**src/design/ttmb_pkg.sv**
```systemverilog
// ----------------------------------------------------------------------------
// ttmb_pkg: shared types and constants for the minute bar builder
// Holds the controller states, the operation codes of the arithmetic
// sequence, and the command and status groups between the two modules.
// ----------------------------------------------------------------------------
package ttmb_pkg;

    // Time arithmetic constants.
    localparam int unsigned MINUTE_MS = 60000;
    localparam int unsigned TIME_MOD  = 100000;

    // Time mod 100000 uses t / 100000 = (t >> 5) / 3125. For x below 2^23,
    // (x * MOD_RECIP) >> 35 gives x / 3125 exactly.
    localparam logic [23:0] MOD_RECIP = 24'd10995117;

    // Restoring divider: 63 quotient bits, one per cycle.
    localparam int unsigned DIV_STEPS = 63;
    localparam int unsigned DIV_CNT_W = 6;

    // Bar status codes.
    localparam logic [1:0] STATUS_OK        = 2'd0;
    localparam logic [1:0] STATUS_SHORT     = 2'd1;
    localparam logic [1:0] STATUS_ZERO_SPAN = 2'd2;

    // Operations of the arithmetic sequence, in order. The two time modulos
    // use the reciprocal multiply; the four terms use the shared divider.
    typedef enum logic [2:0] {
        OP_MOD_PREV,
        OP_MOD_SEC,
        OP_VOL_TAIL,
        OP_VOL_HEAD,
        OP_TURN_TAIL,
        OP_TURN_HEAD
    } op_t;

    typedef enum logic [2:0] {
        ST_IDLE,
        ST_LOAD,
        ST_START,
        ST_RUN,
        ST_STORE,
        ST_SUM1,
        ST_SUM2,
        ST_FIN
    } state_t;

    // Commands from the controller to the datapath.
    typedef struct packed {
        logic tick;
        logic out_short;
        logic load;
        logic div_init;
        logic div_step;
        logic store;
        logic sum1;
        logic sum2;
        logic fin;
        op_t  op;
    } cmd_t;

    // Status from the datapath to the controller.
    typedef struct packed {
        logic count_ge2;
    } stat_t;

endpackage

```
**src/design/ttmb_ctrl.sv**
```systemverilog
// ----------------------------------------------------------------------------
// ttmb_ctrl: controller for the minute bar builder
// Accepts ticks, sequences the modulo and interpolation divisions for a
// closing tick, and owns the result valid flag.
// ----------------------------------------------------------------------------
module ttmb_ctrl (
    input  logic             aclk,
    input  logic             aresetn,
    input  logic             s_tvalid,
    input  logic             s_tlast,
    input  logic             s_first,
    output logic             s_tready,
    output logic             m_tvalid,
    input  logic             m_tready,
    input  ttmb_pkg::stat_t  stat,
    output ttmb_pkg::cmd_t   cmd
);

    ttmb_pkg::state_t               state_reg, state_next;
    ttmb_pkg::op_t                  op_reg, op_next;
    logic [ttmb_pkg::DIV_CNT_W-1:0] cnt_reg, cnt_next;
    logic                           out_valid_reg, out_valid_next;
    logic                           acc;
    logic                           long_bar;

    // A closing item waits until the result register is free.
    assign s_tready = (state_reg == ttmb_pkg::ST_IDLE) && (!out_valid_reg || !s_tlast);
    assign acc      = s_tvalid && s_tready;
    assign long_bar = acc && s_tlast && !s_first && stat.count_ge2;
    assign m_tvalid = out_valid_reg;

    // Next state.
    always_comb begin
        state_next = state_reg;
        case (state_reg)
            ttmb_pkg::ST_IDLE: begin
                if (long_bar) state_next = ttmb_pkg::ST_LOAD;
            end
            // The time modulos finish in the store cycle after the load.
            ttmb_pkg::ST_LOAD: begin
                if (op_reg == ttmb_pkg::OP_MOD_PREV || op_reg == ttmb_pkg::OP_MOD_SEC)
                    state_next = ttmb_pkg::ST_STORE;
                else state_next = ttmb_pkg::ST_START;
            end
            ttmb_pkg::ST_START: state_next = ttmb_pkg::ST_RUN;
            ttmb_pkg::ST_RUN: begin
                if (cnt_reg == ttmb_pkg::DIV_CNT_W'(ttmb_pkg::DIV_STEPS - 1))
                    state_next = ttmb_pkg::ST_STORE;
            end
            ttmb_pkg::ST_STORE: begin
                if (op_reg == ttmb_pkg::OP_TURN_HEAD) state_next = ttmb_pkg::ST_SUM1;
                else state_next = ttmb_pkg::ST_LOAD;
            end
            ttmb_pkg::ST_SUM1: state_next = ttmb_pkg::ST_SUM2;
            ttmb_pkg::ST_SUM2: state_next = ttmb_pkg::ST_FIN;
            ttmb_pkg::ST_FIN:  state_next = ttmb_pkg::ST_IDLE;
            default:           state_next = ttmb_pkg::ST_IDLE;
        endcase
    end

    // Commands.
    always_comb begin
        cmd    = '0;
        cmd.op = op_reg;
        case (state_reg)
            ttmb_pkg::ST_IDLE: begin
                cmd.tick      = acc;
                cmd.out_short = acc && s_tlast && (s_first || !stat.count_ge2);
            end
            ttmb_pkg::ST_LOAD:  cmd.load     = 1'b1;
            ttmb_pkg::ST_START: cmd.div_init = 1'b1;
            ttmb_pkg::ST_RUN:   cmd.div_step = 1'b1;
            ttmb_pkg::ST_STORE: cmd.store    = 1'b1;
            ttmb_pkg::ST_SUM1:  cmd.sum1     = 1'b1;
            ttmb_pkg::ST_SUM2:  cmd.sum2     = 1'b1;
            ttmb_pkg::ST_FIN:   cmd.fin      = 1'b1;
            default:            cmd.op       = op_reg;
        endcase
    end

    // Operation index, step counter and result valid.
    always_comb begin
        op_next = op_reg;
        if (long_bar) op_next = ttmb_pkg::OP_MOD_PREV;
        else if (cmd.store && op_reg != ttmb_pkg::OP_TURN_HEAD)
            op_next = ttmb_pkg::op_t'(op_reg + 3'd1);
        cnt_next = cnt_reg;
        if (cmd.div_init) cnt_next = '0;
        else if (cmd.div_step) cnt_next = cnt_reg + 1'b1;
        out_valid_next = out_valid_reg;
        if (cmd.out_short || cmd.fin) out_valid_next = 1'b1;
        else if (m_tready) out_valid_next = 1'b0;
    end

    always_ff @(posedge aclk) begin
        if (!aresetn) begin
            state_reg     <= ttmb_pkg::ST_IDLE;
            op_reg        <= ttmb_pkg::OP_MOD_PREV;
            cnt_reg       <= '0;
            out_valid_reg <= 1'b0;
        end else begin
            state_reg     <= state_next;
            op_reg        <= op_next;
            cnt_reg       <= cnt_next;
            out_valid_reg <= out_valid_next;
        end
    end

endmodule

```
**config.mk**
```make
export PLATFORM = sky130hd
export DESIGN_NAME = ttmb_ctrl
export DESIGN_NICKNAME = d
export VERILOG_FILES = /design/src/design/ttmb_pkg.sv /design/src/design/ttmb_ctrl.sv
export SDC_FILE = /design/constraint.sdc
export NUM_CORES = 1
export LEC_CHECK = 0
export ABC_AREA = 1
export BUFFER_PORTS_ARGS = -buffer_cell sky130_fd_sc_hd__buf_4
export CORE_MARGIN = 2
export CORE_UTILIZATION = 57
export CTS_BUF_LIST = sky130_fd_sc_hd__clkbuf_2 sky130_fd_sc_hd__clkbuf_4 sky130_fd_sc_hd__clkbuf_8
export CTS_CLUSTER_SIZE = 40
export DETAILED_ROUTE_END_ITERATION = 8
export PLACE_DENSITY_LB_ADDON = 0.12
export SLEW_MARGIN = 10
export SYNTH_ARGS = -nofsm -noshare
export SYNTH_HDL_FRONTEND = slang
export SYNTH_SLANG_ARGS = --single-unit
```
**constraint.sdc**
```tcl
create_clock -name aclk -period 2.3 [get_ports aclk]
set_input_delay 0.575 -clock aclk [delete_from_list [all_inputs] [get_ports aclk]]
set_output_delay 0.575 -clock aclk [all_outputs]
set_load 0.01 [all_outputs]
```
-- Word level (Yosys, flattened, before mapping)
Index checks and enable logic that the tools add are counted.
- output and inout bits: 14
- register bits after elaboration: 13
- word-level logic and storage cells: 56
- equality and inequality tests: 13
- bitwise logic cells: 1
- reductions and logical operators: 21
- add/subtract/negate cells: 2
- muxes and demuxes: 15
- operators with widths (kind ; count):
    $pmux W3 S8 ; 1
    $eq A3 B3 Y1 const B ; 5
    $mux W3 ; 4
    $mux W1 ; 9
    $logic_and A1 B1 Y1 ; 7
    $add A6 B1 Y6 const B ; 1
    $eq A3 B1 Y1 const B ; 2
    $eq A3 B2 Y1 const B ; 2
    $eq A6 B6 Y1 const B ; 1
    $logic_not A3 Y1 ; 2
    $logic_not A1 Y1 ; 4
    $logic_or A1 B1 Y1 ; 4
    $ne A2 B2 Y1 const B ; 2
    $reduce_or A2 Y1 ; 2
    $add A3 B1 Y3 const B ; 1
    $ne A3 B3 Y1 const B ; 1
    $mux W2 ; 1
    $reduce_and A2 Y1 ; 1
    $reduce_bool A2 Y1 ; 1
    $not A1 Y1 ; 1

-- Longest topological paths before layout
Gate-level depths: netlist of run 1.
- depth in word-level cells: 9
- mapped depth: 8
- mapped depth without buffers: 8

-- Worst setup path after synthesis of run 1
OpenSTA, ideal clock, no wires.
- kind: in2out
- from: in s_tlast
- to: out cmd[10] (netlist name)
- cell stages on the path: 5
- path buffers: 0
- required time: 1.725 ns
- data arrival time: 1.085 ns
- setup slack: 0.640 ns
- path through: nand2_1 > nand3_1 > nor2_2 > nand3_1 > inv_1
- RTL lines (element ; line ; text):
    start: declaration ; ttmb_ctrl.sv:10 ; input logic s_tlast,
    end: declaration ; ttmb_ctrl.sv:16 ; output ttmb_pkg::cmd_t cmd

==> metrics.yaml, run 1 <==
outcome:
  outcome: "completed"
cts:
  path_clk_slew_ns: 0.08
  cts_hold_buf: 0
  cts.path.max_buffers: 2
  cts.sinks: 13
  postCtsSetupBuffers: 0
  cts_max_level: 1
  cts-buffers-inserted: 3
  cts-root-buf: "clkbuf_4"
  worstSkewPairLatency_ns: 0.28
  cts_tree: "done"
  cts_resized: 0
yosys:
  synthTopCellsByCount: "inv_1 (23), nand2_1 (20), dfxtp_1 (13), nand3_1 (13), nor2_1 (13)"
  syn_inst: 112
  syn_area_sq_um: 757.0
  async_flop_share_pct: 0
  synth_cell_type_count: 22
  syn_area_per_cell_sq_um: 6.759
  synthFlopType: "dfxtp_1"
  yosys_warnings: 0
  yosys.area.top_type: "dfxtp_1"
  synth_seq_cells: 13
  synth_area_leaders: "dfxtp_1 (34%), inv_1 (11%), nand2_1 (9.9%)"
  ys_seq_area_share_pct: 34.38
  synth_most_common_cell: "inv_1"
  synth_edf_count: 0
  synth_top_area_share_pct: 34.38
  synth_nets: 123
die:
  io_pins: 21
  fp.dieW_um: 40.44
  die_y_um: 40.44
  die-area_sq_um: 1635
  start_util_pct: 59.66
  core_sq_um: 1269
  rows: 13
critical_path:
  end_kind: "output pin"
  crit_slowest_cell: "dfxtp_1"
  startpoint: "state_reg[0]"
  start_kind: "flop"
  critPathMostFrequentCell: "nand3_1"
  timing.rr.start: "state_reg[1]"
  critical_path_class: "reg -> out"
  arrival_ns: 1.37
  cp.required_ns: 1.73
  reg2reg_depth: 7
  crit_path_max_incr_delay_ns: 0.41
  crit_chain: "nor2_1 -> nand3_1 -> nor2_2 -> nand3_1 -> inv_1 -> buf_4"
  critPathMaxFanout: 8
placement:
  io_buffers: 20
  dpl.hpwl_um: 1276
  dp_slack_ns: 0.4510
  place_congestion: 0.7851
timing:
  rsz0062_at_grt: "false"
  hold_viol_final: 0
  tightestPinTransition_ns: 0.3304
  whs_ns: 0.5189
  maxSlewViolCount: 0
  timing.final.ws_setup_ns: 0.3541
  finalSetupViolations: 0
  fin_crit_ns: 1.946
  clock.fmax_ghz: 0.5139
  relSlewSlack_pct: 77.94
  setup_tns_ns: 0
  finalCritPeriodShare_pct: 84.61
  fin_skew_ns: 0.006920
drt:
  avgViaCountPerCell: 4.867
  first_pass_iters: 4
  vias: 730
  ant_nets: 0
  remaining_drc_errors: 0
  dr.first_iter.drc_count: 16
  routed_wl_um: 1564
  wire_per_inst_um: 10.43
power_and_ir_drop:
  p_total_uw: 408.0
  power_per_cell_area_nw_per_um2: 430.2
  power_frac_comb_pct: 9.3
  power.share.switching_pct: 24.16
  ir_worst_vdd_v: 0.0003254
  power_frac_seq_pct: 56.1
  leakage_uw: 0.0004905
  power.internal_uw: 309.5
  switchingPower_uw: 98.60
  clock_power_share_pct: 34.6
global_route:
  antenna_found_initial: 0
  grt_overflow_total: 0
  grt_start_max_net_pins: 9
  grt_pass1_vias: 576
  grt_pass1_wl_um: 2304
  grt_usage_pct: 21.69
final_layout:
  multi_input_area_sq_um: 401.6
  area_delta_synth_final_pct: 25.29
  drive_above_1_share_pct: 22.96
  largest_reg_flops: 6
  antennaDiodeCount: 0
  fillers: 112
  ff_latch_area_sq_um: 260.3
  nNetsFinal: 147
job:
  max_cap_viol_count: 0
worst_hold_path:
  hp-class: "reg -> reg"
  min_path_cells: 2
  worstHoldStart: "op_reg[1]"
-- per-stage QoR --
step / instances / utilization [%] / cell area, sq um
after floorplan: 112 / - / 757.0
after global placement: 146 / 72.58 / 920.9
after detailed placement: 146 / 72.58 / 920.9
after CTS: 150 / 74.75 / 948.4
after global routing: 150 / 74.75 / 948.4
final: 150 / 74.75 / 948.4
-- cell families (layout without fill, tap and decap cells) --
group,Yosys count,count (layout),share of synthesized area (%)
AO/OA/AOI/OAI,12,12,9.091
XOR/XNOR,3,3,3.472
adder cells (fa/ha/maj),4,4,6.612
buffers and inverters,25,48,12.56
flip-flops,13,13,34.38
AND/OR/NAND/NOR,55,55,33.89
-- power groups by stage --
stage | clock (uW) | sequential [uW] | combinational, uW
finish | 141 | 229 | 38.0
floorplan | 0 | 233 | 19.1
global route | 157 | 229 | 42.3
CTS | 148 | 229 | 38.0
detailed placement | 0 | 234 | 37.9
global placement | 0 | 234 | 36.6
-- cell usage in the layout, fill, tap and decap left out --
cell type  instances
nor2_2             2
xor2_1             2
nand3_1           13
clkinv_2           1
inv_1             23
nand2_2            1
a21oi_2            1
nand2_1           20
clkbuf_4           3
or2_1              1
nand3_2            1
o21ai_0            4
dfxtp_1           13
a21oi_1            5
ha_1               4
nor3_1             2
nor3_4             1
nor2_1            13
or2_0              1
o211ai_1           1
buf_4             20
o21a_1             1
inv_2              1
xnor2_1            1
-- worst max-delay path, delay by kind of cell (launching register included) --
| family | cells | cell delay, ns |
|---|---|---|
| DFF | 1 | 0.41 |
| buffers and inverters | 2 | 0.20 |
| and+or+nand+nor | 4 | 0.49 |
-- layer usage --
layer / vias up / wire [um] / global-route usage [%] / share of wire, %
met3: 2 / 80 / 8.333 / 5.1
met1: 318 / 707 / 26.33 / 45
met2: 17 / 768 / 35.71 / 49
li1: 393 / - / - / -
met5: - / 0 / 0 / 0
met4: 0 / 8 / 5.000 / 0.51
-- worst paths after layout --
check                     to  slack [ns]
setup reg to reg  cnt_reg[1]        0.95
setup / recovery     cmd[10]        0.35
hold reg to reg    op_reg[1]        0.52
hold / removal     op_reg[1]        0.52
-- layout make-up --
class	instances	area share (%)
flip-flops and latches	13	27.44
repair buffers	20	15.83
well taps	15	1.979
clock buffers	3	2.375
multi-input cells	74	42.35
inverters	24	9.499
clock inverters	1	0.5277
(Power assumes the default switching activity.)
==> run 2, diff against run 1 <==
--- a/config.mk
+++ b/config.mk
@@ -5,10 +5,10 @@
 export SDC_FILE = /design/constraint.sdc
 export NUM_CORES = 1
 export LEC_CHECK = 0
-export ABC_AREA = 1
+export ABC_AREA = 0
 export BUFFER_PORTS_ARGS = -buffer_cell sky130_fd_sc_hd__buf_4
 export CORE_MARGIN = 2
-export CORE_UTILIZATION = 57
+export CORE_UTILIZATION = 52
 export CTS_BUF_LIST = sky130_fd_sc_hd__clkbuf_2 sky130_fd_sc_hd__clkbuf_4 sky130_fd_sc_hd__clkbuf_8
 export CTS_CLUSTER_SIZE = 40
 export DETAILED_ROUTE_END_ITERATION = 8
==> constraint.sdc (replaced) <==
create_clock -name aclk -period 1.9 [get_ports aclk]
set_input_delay 0.475 -clock aclk [delete_from_list [all_inputs] [get_ports aclk]]
set_output_delay 0.475 -clock aclk [all_outputs]
set_load 0.01 [all_outputs]
==> run 2 against run 1 <==
Final cell count is 15% lower. Count of clock-buffer cells in the layout grew 1. Largest cell class unchanged. Critical path depth down 2. First-iteration DRC count down 50%. Sequential power rose by 20%. Worst setup slack lost 0.32 ns. Sequential share of layout area down 0.16 points. Largest power group unchanged. Power up 24%. Clock skew grew 0.00058 ns. Wire length is 0.96% lower. Clock power up 30%.
==> metrics.yaml, run 2 <==
yosys:
  yosys_warnings: 0
  async_flop_share_pct: 0
  yosys.area_share.adder_pct: 6.791
  synth_simple_gate_area_share_pct: 30.05
  synth_edf_count: 0
  synth_top_family_by_area: "simple AND/OR/NAND/NOR gates"
  synthFlopType: "dfxtp_1"
  yosys.area.top_type: "dfxtp_1"
  synthXorXnorAreaFrac_pct: 8.319
  syn_inst: 87
  syn_area_per_cell_sq_um: 8.471
  synth_nets: 98
  syn_area_sq_um: 737.0
  synth_area_leaders: "dfxtp_1 (35%), nor2_1 (9.2%), ha_1 (6.8%)"
  synth_seq_cells: 13
  synthMuxAreaShare_pct: 0
  ys_seq_area_share_pct: 35.31
  synthTopCellsByCount: "nor2_1 (18), dfxtp_1 (13), nand2_1 (6), inv_1 (5), xor2_1 (5)"
  synth_top_area_share_pct: 35.31
  synth_compound_area_share_pct: 15.28
  synth_most_common_cell: "nor2_1"
  synth_cell_type_count: 33
global_route:
  grt_pass1_vias: 652
  grt_pass1_wl_um: 2684
  grt_start_max_net_pins: 13
  grt_overflow_total: 0
  grt_usage_pct: 20.18
  antenna_found_initial: 0
worst_hold_path:
  hp-class: "in -> reg"
power_and_ir_drop:
  power_per_cell_area_nw_per_um2: 519.7
  leakage_uw: 0.0004267
  ir_worst_vdd_v: 0.0004315
outcome:
  outcome: "completed"
timing:
  rsz0062_at_grt: "true"
  fin_skew_ns: 0.007498
  finalSetupViolations: 0
  clock.fmax_ghz: 0.5351
  fin_crit_ns: 1.869
  setup_tns_ns: 0
  hold_viol_final: 0
  relSlewSlack_pct: 70.69
  whs_ns: 0.4732
  tightestPinTransition_ns: 0.4341
  maxSlewViolCount: 0
  finalCritPeriodShare_pct: 98.36
placement:
  io_buffers: 20
  place_congestion: 0.7902
  dpl.hpwl_um: 1157
cts:
  path_clk_slew_ns: 0.08
  cts.path.max_buffers: 2
  cts_max_level: 1
  cts_hold_buf: 0
  cts-buffers-inserted: 3
  worstSkewPairLatency_ns: 0.28
  cts-root-buf: "clkbuf_4"
  cts.sinks: 13
  cts_tree: "done"
die:
  start_util_pct: 55.94
  die_y_um: 41.65
  core_sq_um: 1318
  fp.dieW_um: 41.65
  io_pins: 21
  die-area_sq_um: 1734
  rows: 13
final_layout:
  layout_common_cells: "buf_4 (22), nor2_1 (18), dfxtp_1 (11)"
  antennaDiodeCount: 0
  drive_above_1_share_pct: 33.63
  final_common_cell: "buf_4"
  final_util_pct: 73.79
  largest_reg_flops: 6
  nNetsFinal: 125
  area_delta_synth_final_pct: 31.92
drt:
  dr.first_iter.drc_count: 8
  vias: 693
  routed_wl_um: 1549
  first_pass_iters: 3
  ant_nets: 0
  avgViaCountPerCell: 5.414
  remaining_drc_errors: 0
  wire_per_inst_um: 12.10
critical_path:
  arrival_ns: 1.39
  critical_path_class: "reg -> out"
  end_kind: "output pin"
  start_kind: "flop"
  critPathMaxFanout: 5
  cp.required_ns: 1.42
job:
  max_cap_viol_count: 0
-- run 2: cell types whose count changed after synthesis, moves of 5 or more --
| cell | delta |
|---|---|
| inv_1 | -18 |
| nand2_1 | -14 |
| nand3_1 | -12 |
| nor2_1 | +5 |
-- run 2: metrics by stage --
step / worst slack (ns) / instances / cell area, sq um / power (uW)
after global routing: -0.03293 / 128 / 972.2 / 537.7
final: 0.03125 / 128 / 972.2 / 505.2
after detailed placement: 0.2450 / 121 / 900.9 / 323.5
after floorplan: 0.2160 / 87 / 737.0 / 300.3
after global placement: 0.2629 / 121 / 900.9 / 323.0
after CTS: 0.009222 / 127 / 954.7 / 509.2
-- run 2: worst max-delay path, stage by stage, from the launching register on --
cell     delay, ns
dfxtp_4       0.36
or3_4         0.39
a21oi_2       0.13
and2_4        0.15
buf_6         0.09
-- run 2: final cells by class --
type | count | area [sq um]
Tap cell | 15 | 18.77
Fill cell | 111 | 345.3
Multi-Input combinational cell | 67 | 451.7
Timing Repair Buffer | 24 | 187.7
Sequential cell | 13 | 265.3
Clock buffer | 4 | 30.03
Inverter | 5 | 18.77
-- run 2: worst paths after layout --
| check | start | cells past startpoint | slack [ns] | end |
|---|---|---|---|---|
| worst max-delay path | state_reg[0] | 4 | 0.03 | cmd[11] |
| worst min-delay path | aresetn | 2 | 0.47 | m_tvalid |
| worst max register to register | op_reg[1] | 6 | 0.34 | op_reg[1] |
| worst min register to register | cnt_reg[5] | 2 | 0.53 | cnt_reg[5] |
-- run 2: where the power goes --
| part | switching, uW | internal (uW) |
|---|---|---|
| Sequential | 1.54 | 272 |
| Clock | 87.3 | 95.7 |
| Combinational | 21.5 | 26.7 |
-- run 2: cell families after synthesis --
family / after synthesis
simple gates: 43
xor+xnor: 7
fa+ha+maj: 4
buf+inv: 7
flops: 13
compound gates: 13
-- run 2: routing by layer --
metal | vias to the layer above | wire length [um] | global-route usage [%]
met5 | - | 0 | 0
met4 | 0 | 21 | 7.742
met3 | 4 | 77 | 8.261
met2 | 16 | 719 | 31.25
met1 | 319 | 731 | 24.86
li1 | 354 | - | -
-- run 2: what timing repair did --
item | in CTS | in global routing
pin swaps | 1 | 2
gates resized for setup | 4 | 3
setup buffers | 2 | 1
setup endpoints to repair | 2 | 2
